**src/rtl/core/batch_phased_task_dispatcher_assert.svh**
```systemverilog
// Assertion macros for the batch phased task dispatcher.
`ifndef BATCH_PHASED_TASK_DISPATCHER_ASSERT_SVH
`define BATCH_PHASED_TASK_DISPATCHER_ASSERT_SVH

`ifndef SYNTHESIS
`define BPTD_ASSERT_ALWAYS(label, clk, rst_n, expr) \
  label: assert property (@(posedge clk) disable iff (!rst_n) (expr)) \
    else $error("assertion failed: invariant");
`define BPTD_ASSERT_IMPLIES(label, clk, rst_n, ante, cons) \
  label: assert property (@(posedge clk) disable iff (!rst_n) (ante) |-> (cons)) \
    else $error("assertion failed: implication");
`define BPTD_ASSERT_NEXT(label, clk, rst_n, ante, cons) \
  label: assert property (@(posedge clk) disable iff (!rst_n) (ante) |=> (cons)) \
    else $error("assertion failed: next cycle");
`else
`define BPTD_ASSERT_ALWAYS(label, clk, rst_n, expr)
`define BPTD_ASSERT_IMPLIES(label, clk, rst_n, ante, cons)
`define BPTD_ASSERT_NEXT(label, clk, rst_n, ante, cons)
`endif

`endif

```
**src/rtl/core/bptd_pkg.sv**
```systemverilog
// Types, codes and helpers shared by the batch phased task dispatcher.
package bptd_pkg;

  localparam int unsigned LSUM_W = 22;
  localparam logic [LSUM_W-1:0] LSUM_MAX = {LSUM_W{1'b1}};
  localparam logic [15:0] COLLECT_TICKS_RESET = 16'd45;

  // Command codes
  localparam logic [2:0] CMD_SUBMIT    = 3'd0;
  localparam logic [2:0] CMD_TICK      = 3'd1;
  localparam logic [2:0] CMD_REQUEST   = 3'd2;
  localparam logic [2:0] CMD_DONE      = 3'd3;
  localparam logic [2:0] CMD_PAUSE     = 3'd4;
  localparam logic [2:0] CMD_RESUME    = 3'd5;
  localparam logic [2:0] CMD_TERMINATE = 3'd6;

  // Status codes
  localparam logic [3:0] ST_ACCEPTED       = 4'd0;
  localparam logic [3:0] ST_DECL_PAUSED    = 4'd1;
  localparam logic [3:0] ST_DECL_EXECUTING = 4'd2;
  localparam logic [3:0] ST_DECL_FULL      = 4'd3;
  localparam logic [3:0] ST_IGNORED        = 4'd4;
  localparam logic [3:0] ST_DISPATCHED     = 4'd5;
  localparam logic [3:0] ST_NO_TASK        = 4'd6;
  localparam logic [3:0] ST_WORKER_EXIT    = 4'd7;
  localparam logic [3:0] ST_DONE_ACK       = 4'd8;
  localparam logic [3:0] ST_PHASE_STARTED  = 4'd9;
  localparam logic [3:0] ST_PHASE_ENDED    = 4'd10;
  localparam logic [3:0] ST_TICK_ACK       = 4'd11;
  localparam logic [3:0] ST_CONTROL_ACK    = 4'd12;

  // Config register addresses (word index)
  localparam logic ADDR_COLLECT_TICKS = 1'b0;

  typedef struct packed {
    logic [2:0]  command;
    logic [15:0] task_id;
    logic [7:0]  task_duration;
    logic        immediate;
  } in_item_t;

  typedef struct packed {
    logic [3:0]        status;
    logic [15:0]       out_task_id;
    logic [7:0]        out_task_duration;
    logic [6:0]        queue_count;
    logic [2:0]        active_count;
    logic [15:0]       declined_total;
    logic [15:0]       completed_total;
    logic [15:0]       phase_total;
    logic [LSUM_W-1:0] queue_length_sum;
    logic              executing;
    logic              paused_flag;
    logic              terminated_flag;
  } out_item_t;

  typedef struct packed {
    logic push;
    logic pop;
    logic flush;
  } qop_t;

  function automatic logic [15:0] sat_inc16(input logic [15:0] v);
    return (v == 16'hFFFF) ? v : v + 16'd1;
  endfunction

endpackage

```
**src/rtl/core/bptd_queue.sv**
```systemverilog
// Task FIFO: storage, head and tail pointers and fill count.
module bptd_queue #(
  parameter int unsigned QUEUE_DEPTH = 64,
  parameter int unsigned PTR_W       = $clog2(QUEUE_DEPTH),
  parameter int unsigned CNT_W       = $clog2(QUEUE_DEPTH + 1)
) (
  input  logic              clk_i,
  input  logic              rst_ni,
  input  bptd_pkg::qop_t    qop_i,
  input  logic [23:0]       wdata_i,
  output logic [23:0]       head_data_o,
  output logic [CNT_W-1:0]  count_o,
  output logic [CNT_W-1:0]  count_next_o
);

  logic [23:0]      mem [QUEUE_DEPTH];
  logic [23:0]      rdata_q;
  logic [PTR_W-1:0] head_q, head_d, head_nx;
  logic [PTR_W-1:0] tail_q, tail_d, tail_nx;
  logic [PTR_W:0]   head_inc, tail_inc;
  logic [CNT_W-1:0] count_q, count_d;

  assign head_inc = {1'b0, head_q} + (PTR_W + 1)'(1);
  assign tail_inc = {1'b0, tail_q} + (PTR_W + 1)'(1);
  assign head_nx  = (head_inc >= (PTR_W + 1)'(QUEUE_DEPTH)) ? '0 : head_inc[PTR_W-1:0];
  assign tail_nx  = (tail_inc >= (PTR_W + 1)'(QUEUE_DEPTH)) ? '0 : tail_inc[PTR_W-1:0];

  always_comb begin
    head_d  = head_q;
    tail_d  = tail_q;
    count_d = count_q;
    if (qop_i.flush) begin
      head_d  = '0;
      tail_d  = '0;
      count_d = '0;
    end else if (qop_i.push) begin
      tail_d  = tail_nx;
      count_d = count_q + CNT_W'(1);
    end else if (qop_i.pop) begin
      head_d  = head_nx;
      count_d = count_q - CNT_W'(1);
    end
  end

  always_ff @(posedge clk_i or negedge rst_ni) begin
    if (!rst_ni) begin
      head_q  <= '0;
      tail_q  <= '0;
      count_q <= '0;
    end else begin
      head_q  <= head_d;
      tail_q  <= tail_d;
      count_q <= count_d;
    end
  end

  // read follows the next head every cycle, so the head entry is ready in rdata_q
  always_ff @(posedge clk_i) begin
    if (qop_i.push && !qop_i.flush) begin
      mem[tail_q] <= wdata_i;
    end
    rdata_q <= mem[head_d];
  end

  assign head_data_o  = rdata_q;
  assign count_o      = count_q;
  assign count_next_o = count_d;

endmodule

```
**src/rtl/core/bptd_ctrl.sv**
```systemverilog
// Command decode, phase control, worker count and statistics counters.
module bptd_ctrl #(
  parameter int unsigned QUEUE_DEPTH = 64,
  parameter int unsigned MAX_WORKERS = 4,
  parameter int unsigned CNT_W       = $clog2(QUEUE_DEPTH + 1),
  parameter int unsigned BUSY_W      = $clog2(MAX_WORKERS + 1)
) (
  input  logic                clk_i,
  input  logic                rst_ni,
  input  logic                en_i,
  input  bptd_pkg::in_item_t  item_i,
  input  logic [15:0]         collect_ticks_i,
  input  logic [CNT_W-1:0]    count_i,
  input  logic [CNT_W-1:0]    count_next_i,
  input  logic [23:0]         head_data_i,
  output bptd_pkg::qop_t      qop_o,
  output logic [BUSY_W-1:0]   busy_o,
  output bptd_pkg::out_item_t result_o
);

  logic [BUSY_W-1:0]           busy_q, busy_d;
  logic [15:0]                 tick_q, tick_d, tick_inc;
  logic                        phase_q, phase_d;
  logic                        pause_q, pause_d;
  logic                        stop_q, stop_d;
  logic [15:0]                 decl_q, decl_d;
  logic [15:0]                 done_q, done_d;
  logic [15:0]                 phcnt_q, phcnt_d;
  logic [bptd_pkg::LSUM_W-1:0] lsum_q, lsum_d;
  logic [bptd_pkg::LSUM_W:0]   lsum_ext;
  logic                        q_empty, q_full, busy_free;
  logic [3:0]                  status;
  logic [15:0]                 oid;
  logic [7:0]                  odur;
  bptd_pkg::qop_t              qop;

  assign tick_inc  = tick_q + 16'd1;
  assign lsum_ext  = {1'b0, lsum_q} + (bptd_pkg::LSUM_W + 1)'(count_i);
  assign q_empty   = (count_i == '0);
  assign q_full    = (count_i >= CNT_W'(QUEUE_DEPTH));
  assign busy_free = (busy_q < BUSY_W'(MAX_WORKERS));

  always_comb begin
    busy_d  = busy_q;
    tick_d  = tick_q;
    phase_d = phase_q;
    pause_d = pause_q;
    stop_d  = stop_q;
    decl_d  = decl_q;
    done_d  = done_q;
    phcnt_d = phcnt_q;
    lsum_d  = lsum_q;
    qop     = '0;
    status  = bptd_pkg::ST_IGNORED;
    oid     = '0;
    odur    = '0;
    if (en_i) begin
      unique case (item_i.command)
        bptd_pkg::CMD_SUBMIT: begin
          if (stop_q) begin
            status = bptd_pkg::ST_IGNORED;
          end else if (pause_q) begin
            status = bptd_pkg::ST_DECL_PAUSED;
            decl_d = bptd_pkg::sat_inc16(decl_q);
          end else if (phase_q) begin
            status = bptd_pkg::ST_DECL_EXECUTING;
            decl_d = bptd_pkg::sat_inc16(decl_q);
          end else if (q_full) begin
            status = bptd_pkg::ST_DECL_FULL;
            decl_d = bptd_pkg::sat_inc16(decl_q);
          end else begin
            qop.push = 1'b1;
            status   = bptd_pkg::ST_ACCEPTED;
          end
        end
        bptd_pkg::CMD_TICK: begin
          if (stop_q) begin
            status = bptd_pkg::ST_IGNORED;
          end else if (phase_q || pause_q) begin
            status = bptd_pkg::ST_TICK_ACK;
          end else if (tick_inc >= collect_ticks_i) begin
            tick_d  = '0;
            phcnt_d = bptd_pkg::sat_inc16(phcnt_q);
            lsum_d  = (lsum_ext > (bptd_pkg::LSUM_W + 1)'(bptd_pkg::LSUM_MAX)) ?
                      bptd_pkg::LSUM_MAX : lsum_ext[bptd_pkg::LSUM_W-1:0];
            phase_d = !(q_empty && (busy_q == '0));
            status  = bptd_pkg::ST_PHASE_STARTED;
          end else begin
            tick_d = tick_inc;
            status = bptd_pkg::ST_TICK_ACK;
          end
        end
        bptd_pkg::CMD_REQUEST: begin
          if (stop_q && q_empty) begin
            status = bptd_pkg::ST_WORKER_EXIT;
          end else if (!q_empty && busy_free && (stop_q || (phase_q && !pause_q))) begin
            qop.pop = 1'b1;
            busy_d  = busy_q + BUSY_W'(1);
            oid     = head_data_i[23:8];
            odur    = head_data_i[7:0];
            status  = bptd_pkg::ST_DISPATCHED;
          end else begin
            status = bptd_pkg::ST_NO_TASK;
          end
        end
        bptd_pkg::CMD_DONE: begin
          if (busy_q == '0) begin
            status = bptd_pkg::ST_IGNORED;
          end else begin
            busy_d = busy_q - BUSY_W'(1);
            done_d = bptd_pkg::sat_inc16(done_q);
            if (!stop_q && phase_q && q_empty && (busy_d == '0)) begin
              phase_d = 1'b0;
              status  = bptd_pkg::ST_PHASE_ENDED;
            end else begin
              status = bptd_pkg::ST_DONE_ACK;
            end
          end
        end
        bptd_pkg::CMD_PAUSE: begin
          pause_d = 1'b1;
          status  = bptd_pkg::ST_CONTROL_ACK;
        end
        bptd_pkg::CMD_RESUME: begin
          pause_d = 1'b0;
          status  = bptd_pkg::ST_CONTROL_ACK;
        end
        bptd_pkg::CMD_TERMINATE: begin
          if (stop_q) begin
            status = bptd_pkg::ST_IGNORED;
          end else begin
            stop_d    = 1'b1;
            qop.flush = item_i.immediate;
            status    = bptd_pkg::ST_CONTROL_ACK;
          end
        end
        default: begin
          status = bptd_pkg::ST_IGNORED;
        end
      endcase
    end
  end

  always_ff @(posedge clk_i or negedge rst_ni) begin
    if (!rst_ni) begin
      busy_q  <= '0;
      tick_q  <= '0;
      phase_q <= 1'b0;
      pause_q <= 1'b0;
      stop_q  <= 1'b0;
      decl_q  <= '0;
      done_q  <= '0;
      phcnt_q <= '0;
      lsum_q  <= '0;
    end else begin
      busy_q  <= busy_d;
      tick_q  <= tick_d;
      phase_q <= phase_d;
      pause_q <= pause_d;
      stop_q  <= stop_d;
      decl_q  <= decl_d;
      done_q  <= done_d;
      phcnt_q <= phcnt_d;
      lsum_q  <= lsum_d;
    end
  end

  always_comb begin
    result_o.status            = status;
    result_o.out_task_id       = oid;
    result_o.out_task_duration = odur;
    result_o.queue_count       = 7'(count_next_i);
    result_o.active_count      = 3'(busy_d);
    result_o.declined_total    = decl_d;
    result_o.completed_total   = done_d;
    result_o.phase_total       = phcnt_d;
    result_o.queue_length_sum  = lsum_d;
    result_o.executing         = phase_d;
    result_o.paused_flag       = pause_d;
    result_o.terminated_flag   = stop_d;
  end

  assign qop_o  = qop;
  assign busy_o = busy_q;

endmodule

```
**src/rtl/core/batch_phased_task_dispatcher.sv**
```systemverilog
// Top level of the batch phased task dispatcher: handshake, config port, FIFO, control.
//
//   channel  direction  handshake                       payload
//   in       input      in_valid_i / in_stall_o         in_data_i  (bptd_pkg::in_item_t)
//   out      output     out_valid_o / out_stall_i       out_data_o (bptd_pkg::out_item_t)
//   config   input      psel/penable/pwrite/pready      paddr, pwdata, prdata
//
// One transaction per cycle when not stalled; each passes the input, then the result register.
// The head entry of the task store is read every cycle into a registered read port.
// Reset clears all control state and sets collect_ticks to 45; the store is not cleared.
// A stalled result holds one more transaction in the input register, then in_stall_o rises.
`include "batch_phased_task_dispatcher_assert.svh"

module batch_phased_task_dispatcher #(
  parameter int unsigned QUEUE_DEPTH = 64,
  parameter int unsigned MAX_WORKERS = 4
) (
  input  logic                clk_i,
  input  logic                rst_ni,
  input  logic                in_valid_i,
  output logic                in_stall_o,
  input  bptd_pkg::in_item_t  in_data_i,
  output logic                out_valid_o,
  input  logic                out_stall_i,
  output bptd_pkg::out_item_t out_data_o,
  input  logic                psel,
  input  logic                penable,
  input  logic                pwrite,
  input  logic [2:0]          paddr,
  input  logic [31:0]         pwdata,
  output logic [31:0]         prdata,
  output logic                pready
);

  localparam int unsigned CNT_W  = $clog2(QUEUE_DEPTH + 1);
  localparam int unsigned BUSY_W = $clog2(MAX_WORKERS + 1);

  logic                in_valid_q;
  bptd_pkg::in_item_t  in_data_q;
  logic                out_valid_q;
  bptd_pkg::out_item_t out_data_q;
  logic                advance, accept, proc;
  logic [15:0]         collect_ticks_q;
  logic                cfg_wr;
  bptd_pkg::qop_t      qop;
  bptd_pkg::out_item_t result;
  logic [23:0]         head_data;
  logic [CNT_W-1:0]    q_count, q_count_next;
  logic [BUSY_W-1:0]   busy;

  assign advance    = !out_valid_q || !out_stall_i;
  assign in_stall_o = in_valid_q && !advance;
  assign accept     = in_valid_i && !in_stall_o;
  assign proc       = in_valid_q && advance;

  always_ff @(posedge clk_i or negedge rst_ni) begin
    if (!rst_ni) begin
      in_valid_q  <= 1'b0;
      out_valid_q <= 1'b0;
    end else begin
      if (accept) begin
        in_valid_q <= 1'b1;
      end else if (proc) begin
        in_valid_q <= 1'b0;
      end
      if (proc) begin
        out_valid_q <= 1'b1;
      end else if (!out_stall_i) begin
        out_valid_q <= 1'b0;
      end
    end
  end

  always_ff @(posedge clk_i) begin
    if (accept) begin
      in_data_q <= in_data_i;
    end
    if (proc) begin
      out_data_q <= result;
    end
  end

  assign out_valid_o = out_valid_q;
  assign out_data_o  = out_data_q;

  // config port
  assign pready = 1'b1;
  assign cfg_wr = psel && penable && pwrite && (paddr[2] == bptd_pkg::ADDR_COLLECT_TICKS);

  always_ff @(posedge clk_i or negedge rst_ni) begin
    if (!rst_ni) begin
      collect_ticks_q <= bptd_pkg::COLLECT_TICKS_RESET;
    end else if (cfg_wr) begin
      collect_ticks_q <= pwdata[15:0];
    end
  end

  assign prdata = (paddr[2] == bptd_pkg::ADDR_COLLECT_TICKS) ? {16'd0, collect_ticks_q} : '0;

  bptd_queue #(
    .QUEUE_DEPTH (QUEUE_DEPTH)
  ) u_queue (
    .clk_i        (clk_i),
    .rst_ni       (rst_ni),
    .qop_i        (qop),
    .wdata_i      ({in_data_q.task_id, in_data_q.task_duration}),
    .head_data_o  (head_data),
    .count_o      (q_count),
    .count_next_o (q_count_next)
  );

  bptd_ctrl #(
    .QUEUE_DEPTH (QUEUE_DEPTH),
    .MAX_WORKERS (MAX_WORKERS)
  ) u_ctrl (
    .clk_i           (clk_i),
    .rst_ni          (rst_ni),
    .en_i            (proc),
    .item_i          (in_data_q),
    .collect_ticks_i (collect_ticks_q),
    .count_i         (q_count),
    .count_next_i    (q_count_next),
    .head_data_i     (head_data),
    .qop_o           (qop),
    .busy_o          (busy),
    .result_o        (result)
  );

  `BPTD_ASSERT_ALWAYS(a_count_bound, clk_i, rst_ni, q_count <= CNT_W'(QUEUE_DEPTH))
  `BPTD_ASSERT_ALWAYS(a_busy_bound, clk_i, rst_ni, busy <= BUSY_W'(MAX_WORKERS))
  `BPTD_ASSERT_NEXT(a_proc_to_out, clk_i, rst_ni, proc, out_valid_q)
  `BPTD_ASSERT_IMPLIES(a_dispatch_busy, clk_i, rst_ni, out_valid_q && (out_data_q.status == bptd_pkg::ST_DISPATCHED), out_data_q.active_count != 3'd0)

endmodule
```
**config.mk**
```make
export PLATFORM = sky130hd
export DESIGN_NAME = batch_phased_task_dispatcher
export DESIGN_NICKNAME = d
export VERILOG_FILES = /design/src/rtl/core/bptd_pkg.sv /design/src/rtl/core/bptd_queue.sv /design/src/rtl/core/bptd_ctrl.sv /design/src/rtl/core/batch_phased_task_dispatcher.sv
export VERILOG_INCLUDE_DIRS = /design/src /design/src/rtl/core
export SDC_FILE = /design/constraint.sdc
export NUM_CORES = 2
export LEC_CHECK = 0
export BUFFER_PORTS_ARGS = -buffer_cell sky130_fd_sc_hd__buf_2
export CAP_MARGIN = 20
export CELL_PAD_IN_SITES_DETAIL_PLACEMENT = 1
export CELL_PAD_IN_SITES_GLOBAL_PLACEMENT = 1
export CORE_MARGIN = 8
export CORE_UTILIZATION = 25
export DETAILED_ROUTE_END_ITERATION = 16
export GPL_TIMING_DRIVEN = 0
export HOLD_SLACK_MARGIN = 0.1
export PLACE_DENSITY = 0.41
export SLEW_MARGIN = 20
export SYNTH_ARGS = -nofsm -noshare
export SYNTH_HDL_FRONTEND = slang
export SYNTH_HIERARCHICAL = 1
export SYNTH_SLANG_ARGS = --single-unit
```
**constraint.sdc**
```tcl
create_clock -name clk_i -period 13.1 [get_ports clk_i]
set_input_delay 0.655 -clock clk_i [delete_from_list [all_inputs] [get_ports clk_i]]
set_output_delay 0.655 -clock clk_i [all_outputs]
set_load 0.01 [all_outputs]
```
==> run_summary.xml <==
<?xml version="1.0" encoding="UTF-8"?>
<metrics>
  <group name="worst_setup_path">
    <metric name="critPathLaunchType" unit="">input pin</metric>
    <metric name="reg2reg_setup_slack" unit="ns">5.09</metric>
    <metric name="worstPathArrival" unit="ns">8.77</metric>
    <metric name="number_of_cells_traversed_by_the_worst_register_to_register_path" unit="">17</metric>
    <metric name="worstPathRequired" unit="ns">13.85</metric>
    <metric name="cp-end-kind" unit="">flop</metric>
    <metric name="path_max_fanout" unit="">23</metric>
    <metric name="r2r_end" unit="">u_queue/head_data_o[16]</metric>
    <metric name="crit_type" unit="">in -&gt; reg</metric>
    <metric name="worstReg2RegStart" unit="">out_valid_o</metric>
  </group>
  <group name="clocking">
    <metric name="cts_buffer_depth" unit="">4</metric>
    <metric name="cts_hold_buf" unit="">48</metric>
    <metric name="clock_sinks" unit="">1828</metric>
    <metric name="post_cts.resized_instances" unit="">0</metric>
    <metric name="clock_insertion_delay_worst_skew" unit="ns">0.90</metric>
    <metric name="clock_transition_at_path_regs" unit="ns">0.06</metric>
    <metric name="clock_tree.htree_level_count" unit="">4</metric>
    <metric name="post_cts_setup_buffer_count" unit="">0</metric>
    <metric name="tritoncts" unit="">done</metric>
    <metric name="cts_inserted_buffers" unit="">215</metric>
    <metric name="cts_root_buffer" unit="">sky130_fd_sc_hd__clkbuf_16</metric>
  </group>
  <group name="finish">
    <metric name="area.growth.synth_to_final" unit="%">23.6</metric>
    <metric name="layout.core_utilization" unit="%">31.0</metric>
    <metric name="layout-drive-gt1-share" unit="%">17.9</metric>
    <metric name="finalNetCount" unit="">5351</metric>
  </group>
  <group name="synthesis">
    <metric name="compound_gate_portion_of_the_synthesized_area" unit="%">7.55</metric>
    <metric name="synth.top_cells.by_area" unit="">sky130_fd_sc_hd__edfxtp_1 69%, sky130_fd_sc_hd__mux2i_1 6.6%, sky130_fd_sc_hd__dfrtp_1 4.3%</metric>
    <metric name="synth.area.mux_share" unit="%">7.37</metric>
    <metric name="synth-async-reset-ratio" unit="%">7.06</metric>
    <metric name="ys.flop_type" unit="">sky130_fd_sc_hd__edfxtp_1</metric>
    <metric name="synth_enable_flop_cells" unit="">1675</metric>
    <metric name="synth_warnings" unit="">6</metric>
    <metric name="synthCells" unit="">4605</metric>
    <metric name="synth.distinct_cells" unit="">81</metric>
    <metric name="yosys.area_share.simple" unit="%">6.96</metric>
    <metric name="yosys.area.top_type_share" unit="%">69.2</metric>
    <metric name="dominant_combinational_cell_family_by_area_after_synthesis" unit="">compound AO/OA/AOI/OAI gates</metric>
    <metric name="synth_area" unit="sq um">72700</metric>
    <metric name="avgSynthCellArea" unit="sq um">15.8</metric>
    <metric name="cell_type_with_the_highest_aggregate_area_in_the_netlist" unit="">sky130_fd_sc_hd__edfxtp_1</metric>
    <metric name="yosys_register_bits" unit="">1828</metric>
    <metric name="synth-xor-area-share" unit="%">0.795</metric>
    <metric name="sequential_fraction_of_the_synthesis_area" unit="%">74.3</metric>
    <metric name="synthAdderAreaFrac" unit="%">0.630</metric>
  </group>
  <group name="pwr">
    <metric name="power_density" unit="nW/um^2">185</metric>
    <metric name="seq_pwr_share" unit="%">39.7</metric>
    <metric name="clock_power_share" unit="%">35.5</metric>
    <metric name="power" unit="mW">16.7</metric>
    <metric name="combinationalPowerShare" unit="%">24.8</metric>
    <metric name="p_sw_share" unit="%">32.6</metric>
    <metric name="power.switching" unit="mW">5.42</metric>
    <metric name="cellInternalPower" unit="mW">11.2</metric>
    <metric name="peakVddDrop" unit="V">0.000115</metric>
    <metric name="static-leakage-power" unit="nW">31.5</metric>
  </group>
  <group name="grt">
    <metric name="grt_pass1_wl" unit="mm">363</metric>
    <metric name="first_global_vias" unit="">45900</metric>
    <metric name="antenna_found_initial" unit="">24</metric>
    <metric name="grt_usage" unit="%">16.5</metric>
    <metric name="grt_start_max_net_pins" unit="">67</metric>
    <metric name="global_route.overflow_total" unit="">0</metric>
  </group>
  <group name="sta">
    <metric name="maxClockFrequency" unit="MHz">125</metric>
    <metric name="finalWorstPathRequiredPeriod" unit="ns">8.02</metric>
    <metric name="timing.clock.skew" unit="ns">0.0608</metric>
    <metric name="drv_slew" unit="">0</metric>
    <metric name="final_hold_viol_count" unit="">0</metric>
    <metric name="finalSetupViolations" unit="">0</metric>
    <metric name="tightestPinTransition" unit="ns">1.31</metric>
    <metric name="setup_slack_after_layout" unit="ns">5.08</metric>
    <metric name="worst_case_headroom_to_the_max_slew_limit" unit="%">12.0</metric>
    <metric name="rsz0062_at_grt" unit="">no</metric>
    <metric name="period_share" unit="%">61.3</metric>
  </group>
  <group name="drt">
    <metric name="vias_per_cell" unit="">4.66</metric>
    <metric name="final_antenna_net_count" unit="">0</metric>
    <metric name="drt-wirelength-per-cell" unit="um">28.0</metric>
    <metric name="routed_wl" unit="mm">262</metric>
    <metric name="via_count" unit="">43500</metric>
    <metric name="drt_pass1_iterations" unit="">5</metric>
    <metric name="drc_errors" unit="">0</metric>
    <metric name="first_iter_violations" unit="">3143</metric>
  </group>
  <group name="die">
    <metric name="number_of_core_rows" unit="">198</metric>
    <metric name="dieArea" unit="sq um">308000</metric>
    <metric name="coreArea" unit="sq um">290000</metric>
    <metric name="initial_util" unit="%">25.1</metric>
    <metric name="floorplan.die.width" unit="um">555</metric>
    <metric name="pin_count" unit="">216</metric>
    <metric name="floorplan.die.height" unit="um">555</metric>
  </group>
  <group name="run">
    <metric name="drv.max_cap_violation_count" unit="">0</metric>
  </group>
  <group name="min_path">
    <metric name="worst_hold_path_type" unit="">in -&gt; reg</metric>
    <metric name="hold_depth" unit="">3</metric>
    <metric name="hold_end" unit="">collect_ticks_q[4]</metric>
    <metric name="worst_hold_startpoint" unit="">penable</metric>
  </group>
  <group name="placement">
    <metric name="place_hpwl" unit="mm">193</metric>
    <metric name="port_buffers" unit="">180</metric>
    <metric name="preCtsSetupSlack" unit="ns">4.69</metric>
    <metric name="routabilityCongestion" unit="">0.790</metric>
  </group>
  <group name="outcome">
    <metric name="run_status" unit="">completed</metric>
  </group>
</metrics>
cell families after synthesis:
family,count (synthesis)
AOI/OAI and AO/OA,805
DFF,1828
buffers and inverters,355
and+or+nand+nor,987
muxes,526
xor gates and xnor gates,66
other,2
adders and majority gates,36
layer usage:
metal  global-route usage (%)  vias to the layer above  wire, um
li1                         -                    19400         -
met1                     22.8                    22900    121000
met2                     26.9                      916    122000
met3                     2.57                      277     11800
met4                     4.21                        0      6660
met5                        0                        -         0
per-stage QoR:
step / hold WS, ns / std cells / TNS, ns / instance area (sq um)
after floorplan: 0.359 / 4620 / 0 / 72800
after detailed placement: 0.473 / 8878 / 0 / 82500
after global routing: 0.192 / 9325 / 0 / 89900
final: 0.233 / 9333 / 0 / 89900
after CTS: 0.128 / 9321 / 0 / 89800
after global placement: 0.455 / 8700 / -5518.88 / 78500
cell usage after synthesis, types with 28 or more instances:
library cell               count
sky130_fd_sc_hd__buf_2        78
sky130_fd_sc_hd__and2_1       29
sky130_fd_sc_hd__nand4_1      28
sky130_fd_sc_hd__mux2i_1     483
sky130_fd_sc_hd__o22ai_1      74
sky130_fd_sc_hd__ha_1         35
sky130_fd_sc_hd__edfxtp_1   1675
sky130_fd_sc_hd__xor2_1       35
sky130_fd_sc_hd__nand2_1     325
sky130_fd_sc_hd__xnor2_1      31
sky130_fd_sc_hd__nor2_1      116
sky130_fd_sc_hd__nor3_1       55
sky130_fd_sc_hd__o21ai_0      55
sky130_fd_sc_hd__clkbuf_1    152
sky130_fd_sc_hd__dfrtp_1     125
sky130_fd_sc_hd__o221ai_1     72
sky130_fd_sc_hd__and3_1      180
sky130_fd_sc_hd__a21oi_1     167
sky130_fd_sc_hd__nand3_1      48
sky130_fd_sc_hd__nor4_1      112
sky130_fd_sc_hd__a211oi_1    340
sky130_fd_sc_hd__buf_4        69
sky130_fd_sc_hd__inv_1        36
final cells by class:
class,count,area [sq um]
diodes,10,25.0
plain buffers,317,1610
clock buffers,290,5800
clock inverters,105,1080
fillers,30100,200000
inverters,38,145
multi-input cells,2437,17700
flip-flops and latches,1828,54000
well taps,3900,4880
repair buffers,408,4620
state kept, by name, summed over array words and instances, names as in the netlist, 3 cells and up:
register and count:
collect_ticks_q 16, in_data_q 28, out_data_o 111, u_ctrl/busy_o 3
u_ctrl/decl_q 16, u_ctrl/done_q 16, u_ctrl/lsum_q 22, u_ctrl/phcnt_q 16
u_ctrl/tick_q 16, u_queue/count_o 7, u_queue/head_data_o 24, u_queue/head_q 6
u_queue/mem 1536, u_queue/tail_q 6
power by group through the flow:
stage | clock, mW | sequential (mW) | combinational [mW]
after floorplan | 0 | 6.75 | 2.24
after global placement | 0 | 6.88 | 3.96
after detailed placement | 0 | 6.74 | 4.20
after CTS | 6.11 | 6.62 | 4.22
after global routing | 6.31 | 6.63 | 4.41
final | 5.91 | 6.62 | 4.13
worst max-delay path, stage by stage:
cell and delay, ns:
sky130_fd_sc_hd__dlygate4sd3_1 0.53, sky130_fd_sc_hd__buf_2 0.15, sky130_fd_sc_hd__a21boi_4 0.56, sky130_fd_sc_hd__buf_16 0.24, sky130_fd_sc_hd__buf_16 0.19, sky130_fd_sc_hd__nor2b_4 0.24
sky130_fd_sc_hd__nand2_1 0.19, sky130_fd_sc_hd__nor3b_2 0.58, sky130_fd_sc_hd__clkbuf_1 0.86, sky130_fd_sc_hd__and2b_2 0.37, sky130_fd_sc_hd__mux2i_1 0.40, sky130_fd_sc_hd__nor3b_1 0.12
sky130_fd_sc_hd__nand2_1 0.53, sky130_fd_sc_hd__buf_2 0.57, sky130_fd_sc_hd__buf_2 0.50, sky130_fd_sc_hd__o221ai_1 0.25, sky130_fd_sc_hd__nor4_1 1.00, sky130_fd_sc_hd__o21ai_1 0.52
sky130_fd_sc_hd__o21a_1 0.23
worst max-delay path by stage:
stage | start | to | slack (ns) | cells past startpoint
floorplan | out_stall_i | u_queue/mem[48][0] | 2.85 | 9
global placement | out_stall_i | u_queue/head_data_o[8] | -7.28 | 16
detailed placement | out_stall_i | u_queue/head_data_o[16] | 4.69 | 18
CTS | out_valid_o | u_queue/head_data_o[16] | 5.00 | 17
global route | out_valid_o | u_queue/head_data_o[16] | 4.81 | 17
finish | out_stall_i | u_queue/head_data_o[16] | 5.08 | 19
cells in the final DEF (no fill, tap or decap), types with 75 or more instances in the layout:
| cell type | count |
|---|---|
| sky130_fd_sc_hd__a211oi_1 | 339 |
| sky130_fd_sc_hd__mux2i_1 | 483 |
| sky130_fd_sc_hd__buf_8 | 85 |
| sky130_fd_sc_hd__nand2_1 | 325 |
| sky130_fd_sc_hd__clkbuf_1 | 211 |
| sky130_fd_sc_hd__dfrtp_1 | 125 |
| sky130_fd_sc_hd__edfxtp_1 | 1675 |
| sky130_fd_sc_hd__clkbuf_16 | 216 |
| sky130_fd_sc_hd__and3_1 | 180 |
| sky130_fd_sc_hd__a21oi_1 | 167 |
| sky130_fd_sc_hd__buf_4 | 75 |
| sky130_fd_sc_hd__nor4_1 | 81 |
| sky130_fd_sc_hd__buf_2 | 263 |
No activity file was read; power rests on OpenSTA's default activity.
